**src/rtl/core/frl_pkg.sv**
```systemverilog
package frl_pkg;
    localparam int RING_DEPTH      = 1024;
    localparam int ADDR_W          = $clog2(RING_DEPTH);
    localparam int FILL_W          = 11;
    localparam int MAX_CHANNELS    = 2;
    localparam int MAX_PULL_FRAMES = 16;
    localparam int SAMPLE_BITS     = 24;
    localparam int FRAME_W         = SAMPLE_BITS * MAX_CHANNELS;
    localparam int RATIO_W         = 20;
    localparam int PHASE_W         = 24;
    localparam int POS_W           = 25;
    localparam int CNT_W           = 32;
    localparam int NFR_W           = 5;
    localparam int FRAC_W          = 16;

    localparam logic [1:0] CFG_CAPACITY = 2'd0;
    localparam logic [1:0] CFG_TARGET   = 2'd1;
    localparam logic [1:0] CFG_CHANNELS = 2'd2;

    localparam logic REQ_PUSH = 1'b0;
    localparam logic REQ_PULL = 1'b1;

    typedef logic signed [SAMPLE_BITS-1:0] t_sample;
endpackage

```
**src/rtl/core/frl_interp.sv**
```systemverilog
module frl_interp (
    input  logic                        i_clk,
    input  logic                        i_load,
    input  frl_pkg::t_sample            i_a,
    input  frl_pkg::t_sample            i_b,
    input  logic [frl_pkg::FRAC_W-1:0]  i_frac,
    output frl_pkg::t_sample            o_sample
);
    localparam int DW = frl_pkg::SAMPLE_BITS + 1;
    localparam int MW = DW + frl_pkg::FRAC_W + 1;

    frl_pkg::t_sample     r_a;
    logic signed [MW-1:0] r_mul;
    logic signed [DW-1:0] diff;
    logic signed [DW-1:0] sum;

    assign diff = DW'(i_b) - DW'(i_a);

    always_ff @(posedge i_clk) begin
        if (i_load) begin
            r_a   <= i_a;
            r_mul <= diff * $signed({1'b0, i_frac});
        end
    end

    // The arithmetic shift rounds toward minus infinity.
    assign sum      = DW'(r_a) + r_mul[frl_pkg::FRAC_W +: DW];
    assign o_sample = sum[frl_pkg::SAMPLE_BITS-1:0];
endmodule

```
**config.mk**
```make
export PLATFORM = sky130hd
export DESIGN_NAME = frl_interp
export DESIGN_NICKNAME = d
export VERILOG_FILES = /design/src/rtl/core/frl_pkg.sv /design/src/rtl/core/frl_interp.sv
export SDC_FILE = /design/constraint.sdc
export NUM_CORES = 1
export LEC_CHECK = 0
export BUFFER_PORTS_ARGS = -buffer_cell sky130_fd_sc_hd__buf_2
export CORE_ASPECT_RATIO = 1.1
export CORE_MARGIN = 2
export CORE_UTILIZATION = 30
export CTS_CLUSTER_DIAMETER = 150
export DETAILED_ROUTE_END_ITERATION = 10
export GPL_TIMING_DRIVEN = 0
export HOLD_SLACK_MARGIN = 0.15
export PLACE_DENSITY_LB_ADDON = 0.25
export SKIP_CTS_REPAIR_TIMING = 1
export SLEW_MARGIN = 10
export SYNTH_ARGS = -nofsm -noshare
export SYNTH_HDL_FRONTEND = slang
export SYNTH_SLANG_ARGS = --single-unit
```
**constraint.sdc**
```tcl
create_clock -name i_clk -period 8.4 [get_ports i_clk]
set_input_delay 0.84 -clock i_clk [delete_from_list [all_inputs] [get_ports i_clk]]
set_output_delay 0.84 -clock i_clk [all_outputs]
set_load 0.05 [all_outputs]
```
* Yosys cells after proc, flatten, opt, wreduce, memory -nomap -nowiden
Cells that the tools add are included.
** Storage, ports and cells
- Bits in registers :: 64
- Logic and storage cells :: 5
- Output and inout port bits :: 24
- Bits of input ports :: 66
** Operators by class
- Multipliers :: 1
- Add/subtract/negate cells :: 2
** Operators with widths (number)
- 25-bit by 17-bit multiplier with 40-bit output :: 1
- 24-bit by 24-bit subtractor with 25-bit output :: 1
- 24-bit adder :: 1

* Longest topological paths before layout
Gate-level depths: netlist of the first run.
- Depth in word-level cells :: 2
- Mapped depth :: 34
- Gate-level depth less buffers :: 33

* Least setup slack after synthesis of the first run
No wires, ideal clock.
- Path kind :: input to register
- From :: input port i_b[0]
- To :: register r_mul[39], data pin
- Arrival time :: 8.623 ns
- Stages :: 31
- Path slack :: -0.491 ns
- Data required time :: 8.132 ns
- Setup time :: 0.268 ns
- Path buffers :: 1
- Cells stage by stage :: inv_1 -> ha_1 -> fa_1 -> nor2b_1 -> o31ai_1 -> a21oi_1 -> o21a_1 -> o21a_1 -> o211ai_1 -> a2111o_1 -> o311ai_2 -> buf_2 -> nand2_1 -> fa_1 -> fa_1 -> fa_1 -> fa_1 -> inv_1 -> fa_1 -> inv_1 -> fa_1 -> inv_1 -> ha_1 -> a2111oi_0 -> nand2_1 -> o22a_2 -> o21ba_1 -> or2_1 -> a221o_1 -> a221oi_2 -> xnor3_1
** On the way
- Cells in the longest elaborated chain, start to end :: 2
** Ends and longest elaborated chain
- start: declaration :: line frl_interp.sv:5 : input frl_pkg::t_sample i_b,
- 24-bit by 24-bit subtractor with 25-bit output :: line frl_interp.sv:17 : assign diff = DW'(i_b) - DW'(i_a);
- 25-bit by 17-bit multiplier with 40-bit output :: line frl_interp.sv:22 : r_mul <= diff * $signed({1'b0, i_frac});
- end signal: assignment :: line frl_interp.sv:22
- end: declaration :: line frl_interp.sv:13 : logic signed [MW-1:0] r_mul;
No other way between the ends.
A chain may end at the register's enable or synchronous reset.

* Final worst setup path of the first run
- From :: input port i_a[0]
- To :: register r_mul[39], data pin
** On the way
- Cells in the longest elaborated chain, start to end :: 2
** Ends and longest elaborated chain
- start: declaration :: line frl_interp.sv:4 : input frl_pkg::t_sample i_a,
- 24-bit by 24-bit subtractor with 25-bit output :: line frl_interp.sv:17
- 25-bit by 17-bit multiplier with 40-bit output :: line frl_interp.sv:22
No other way between the ends.

==> run_results.csv, run 1 <==
group,metric,value,unit
run_status,outcome,"complete, but fails checks",
run_status,violations,"negative setup slack",
clocking,htreeDepth,2,
clocking,clkSinkCount,48,
synth,synth_edf_count,48,
floorplan,coreArea,58300,µm²
routing,wl,51500,µm
routing,drc,0,
synth,ys_warn_count,0,
synth,async_flop_share,0,%
clocking,clock_path_buffers,2,
synth,netlist_instances,1938,
clocking,root_buffer,"clkbuf_16",
clocking,cts_tree,"done",
placed_design,io_buffers,85,
routing,vias,13200,
setup_path,start_kind,"input port",
clocking,clk_pin_slew,70,ps
finish,drive_gt1_share,12.6,%
synth,ys_top_cells_by_area,"fa_1, inv_1, ha_1",
finish,final_net_count,2651,
grt,antenna_found_initial,10,
placed_design,pre_cts_slack,-2210,ps
synth,syn_avg_cell_area,9.09,µm²
finish,final_core_util,34.8,%
setup_path,startpoint,"i_a[0]",
worst_hold_path,hp-class,"in -> reg",
setup_path,cp_data_required_time,8460,ps
synth,synth_area,17600,µm²
grt,overflow,0,
routing,avgViaCountPerCell,4.66,
sta,final.period_utilization,108,%
setup_path,cp-end-kind,"flip-flop",
synth,yosys.area.top_type_share,42.4,%
worst_hold_path,hp-start,"i_a[20]",
sta,slew_violations,0,
grt,grt_pass1_wl,80500,µm
setup_path,critPathMostFrequentCell,"fa_1",
floorplan,start_util,30.2,%
sta,slew_headroom,19.2,%
setup_path,cpPeakStageDelay,520,ps
setup_path,crit_type,"in -> reg",
sta,fin_crit,9060,ps
sta,rsz0062_at_grt,"yes",
synth,ys_ff_latch,48,
setup_path,crit_buf_inv,8,
sta,worst_pin_slew,1200,ps
setup_path,critPathSlowestCell,"fa_1",
setup_path,crit_family,"adder cells",
placed_design,place.gp.congestion,0.862,
grt,grt_pass1_vias,14200,
floorplan,rows,93,
grt,grt_use_total,17.1,%
worst_hold_path,hold_end,"r_a[20]$_DFFE_PP_",
synth,yosysTopAreaCell,"fa_1",
floorplan,io_pins,90,
sta,tns,-3570,ps
finish,synthToLayoutAreaGrowth,15.0,%
floorplan,dieArea,60700,µm²
worst_hold_path,whs_path_depth,1,
routing,wl_per_cell,18.2,µm
clocking,cts_buffers,5,
sta,max_freq,110,MHz
routing,antenna_left,0,
placed_design,hpwlAfterDp,43400,µm
synth,ys.flop_type,"edfxtp_1",
floorplan,fp.dieW,235,µm
sta,final-hold-violation-count,0,
synth,synth_nets,2521,
routing,drt_iter0_markers,572,
routing,first_pass_iters,7,
setup_path,arrival,9120,ps
grt,grt_max_degree,49,
flow_run,cap_violations,0,
setup_path,crit_fanout,10,
synth,ys_types,65,
synth,seq_area_frac_synth,8.18,%
sta,setup_viol,14,
floorplan,die_h,258,µm
sta,postLayoutSetupSlackWorst,-664,ps
==> registers in the layout, summed over array words and instances, names as in the netlist <==
name,count
r_a,24
r_mul,24
==> logic make-up after synthesis <==
family | Yosys count | share of synthesized area [%]
buf+inv | 566 | 12.1
compound gates | 178 | 7.03
flops | 48 | 8.18
xor+xnor | 68 | 3.46
mux | 16 | 0.973
simple gates | 540 | 15.4
fa+ha+maj | 522 | 52.9
==> layer usage <==
| layer | GRT usage [%] | part of all wire [%] | vias to the layer above |
|---|---|---|---|
| met2 | 31.0 | 52 | 265 |
| met5 | 0 | 0.14 | - |
| met3 | 1.70 | 4.0 | 74 |
| met4 | 4.36 | 2.5 | 12 |
| met1 | 21.8 | 42 | 6767 |
| li1 | - | - | 6070 |
==> worst max path at each step <==
stage | depth (start not counted) | slack (ps) | endpoint
floorplan | 33 | -7 | r_mul[39]$_DFFE_PP_
global placement | 30 | -2140 | r_mul[39]$_DFFE_PP_
detailed placement | 30 | -2210 | r_mul[39]$_DFFE_PP_
CTS | 30 | -1910 | r_mul[39]$_DFFE_PP_
global route | 33 | -920 | r_mul[39]$_DFFE_PP_
finish | 35 | -660 | r_mul[39]$_DFFE_PP_
==> cell type report <==
| cell class | instances | area, µm² |
|---|---|---|
| Timing Repair Buffer | 123 | 786 |
| Fill cell | 6017 | 38000 |
| Clock inverter | 3 | 17.5 |
| Multi-Input combinational cell | 1324 | 14700 |
| Buffer | 68 | 353 |
| Clock buffer | 5 | 125 |
| Inverter | 498 | 1880 |
| Sequential cell | 48 | 1440 |
| Tap cell | 760 | 951 |
| Antenna cell | 2 | 5.00 |
==> cells in the mapped netlist, types with 9 or more instances <==
library cell  number
a21o_1            23
a21oi_1           43
and2_1           162
clkbuf_1          61
edfxtp_1          48
fa_1             373
ha_1             144
inv_1            498
mux2_2             9
nand2_1          226
nand2b_1          32
nand3_1           10
nor2_1            37
nor2b_1           26
nor3_1            17
o21a_1            21
o21ai_0           28
xnor2_1           53
xor2_1            14
==> through the flow <==
step           area [µm²]  hold slack [ps]  instances
4_1_cts             19300              699       2792
6_report            20300              716       2831
3_5_place_dp        19200             1030       2784
2_1_floorplan       17800              939       1938
3_3_place_gp        19200             1030       2783
5_1_grt             20300              705       2830
==> cells in the final DEF, fill, tap and decap left out, types with 8 or more instances in the layout <==
cell / instances
clkbuf_1: 46
buf_4: 34
o21a_1: 19
o21ai_0: 23
fa_1: 368
a21oi_1: 33
and2_1: 159
ha_4: 10
xor2_1: 13
nand2b_1: 32
mux2_2: 9
inv_1: 491
nand3_1: 10
nand2_1: 225
edfxtp_1: 48
nor2_1: 27
nor3_1: 13
xnor2_1: 42
buf_2: 83
a21o_1: 23
ha_1: 133
clkbuf_2: 8
nor2b_1: 24
Power of run 1 is left out: the tool's default activity adds up to more than one toggle a clock period on the data nets, which glitch-free logic cannot reach.
==> inputs of run 2 (changes only) <==
==> constraint.sdc (replaced) <==
create_clock -name i_clk -period 8.4 [get_ports i_clk]
set_input_delay 1.68 -clock i_clk [delete_from_list [all_inputs] [get_ports i_clk]]
set_output_delay 1.68 -clock i_clk [all_outputs]
set_load 0.05 [all_outputs]
==> run_results.csv, run 2 (synthesis results as in run 1) <==
group,metric,value,unit
placed_design,hpwlAfterDp,42900,µm
floorplan,coreArea,58300,µm²
finish,layout_common_cells,"inv_1, fa_1, nand2_1",
finish,fin_cells,2847,
finish,synthToLayoutAreaGrowth,16.0,%
setup_path,arrival,9770,ps
routing,vias,13100,
setup_path,critPathSlowestCell,"fa_2",
routing,avgViaCountPerCell,4.59,
placed_design,place.gp.congestion,0.884,
sta,fin_crit,9720,ps
floorplan,rows,93,
placed_design,io_buffers,85,
floorplan,io_pins,90,
sta,postLayoutSetupSlackWorst,-1320,ps
clocking,root_buffer,"clkbuf_16",
setup_path,cp_data_required_time,8450,ps
setup_path,crit_type,"in -> reg",
clocking,clock_path_buffers,2,
setup_path,startpoint,"i_b[0]",
floorplan,start_util,30.2,%
sta,final.period_utilization,116,%
sta,rsz0062_at_grt,"yes",
grt,grt_max_degree,49,
finish,drive_gt1_share,14.1,%
sta,final-hold-violation-count,0,
clocking,cts_buffers,5,
flow_run,cap_violations,0,
grt,grt_pass1_wl,77400,µm
grt,antenna_found_initial,3,
setup_path,cpPeakStageDelay,580,ps
sta,worst_pin_slew,1320,ps
setup_path,crit_family,"adder cells",
routing,drc,0,
floorplan,fp.dieW,235,µm
floorplan,dieArea,60700,µm²
clocking,clk_pin_slew,70,ps
run_status,violations,"negative setup slack",
grt,grt_pass1_vias,13700,
setup_path,cp-end-kind,"flip-flop",
routing,drt_iter0_markers,693,
routing,wl_per_cell,17.5,µm
setup_path,crit_fanout,8,
floorplan,die_h,258,µm
worst_hold_path,hp-class,"in -> reg",
clocking,htreeDepth,2,
sta,setup_viol,24,
setup_path,crit_buf_inv,10,
grt,grt_use_total,16.6,%
sta,max_freq,103,MHz
run_status,outcome,"complete, but fails checks",
worst_hold_path,hp-start,"i_a[0]",
routing,wl,49800,µm
placed_design,post-place-cells,2785,
clocking,clkSinkCount,48,
grt,overflow,0,
sta,hold_ws,1560,ps
finish,top_regs,"r_a: 24 flops, r_mul: 24 flops",
setup_path,start_kind,"input port",
routing,antenna_left,0,
setup_path,critPathMostFrequentCell,"fa_1",
routing,first_pass_iters,5,
finish,final_common_cell,"inv_1",
sta,slew_violations,0,
clocking,cts_tree,"done",
finish,final_net_count,2668,
sta,slew_headroom,11.3,%
run 2: per-stage QoR:
stage / TNS, ps / setup slack (ps) / cell area (µm²) / util, %
finish: -18310 / -1320 / 20400 / 35.1
CTS: -43580 / -2540 / 19400 / 33.3
detailed placement: -50640 / -2830 / 19200 / 33.0
floorplan: -5230 / -847 / 17800 / -
global placement: -50280 / -2810 / 19200 / 32.9
global route: -23930 / -1500 / 20400 / 35.1
run 2: worst paths after layout:
path,slack [ps],depth (start not counted),to
max,-1320,36,r_mul[35]$_DFFE_PP_
min,1560,1,r_a[0]$_DFFE_PP_
run 2: final cells by class:
cell class	count	area, µm²
fillers	5997	37900
multi-input cells	1324	14800
inverters	498	1880
flip-flops and latches	48	1440
well taps	760	951
repair buffers	140	895
plain buffers	68	353
clock buffers	5	125
clock inverters	3	42.5
diodes	1	2.50
run 2: layer usage:
| layer | vias up | part of all wire (%) | global-route usage, % |
|---|---|---|---|
| li1 | 6104 | - | - |
| met1 | 6658 | 40 | 20.4 |
| met2 | 255 | 53 | 30.7 |
| met3 | 62 | 3.6 | 1.55 |
| met4 | 2 | 3.2 | 4.66 |
| met5 | - | 0.026 | 0 |
Power of run 2 is left out for the same reason.
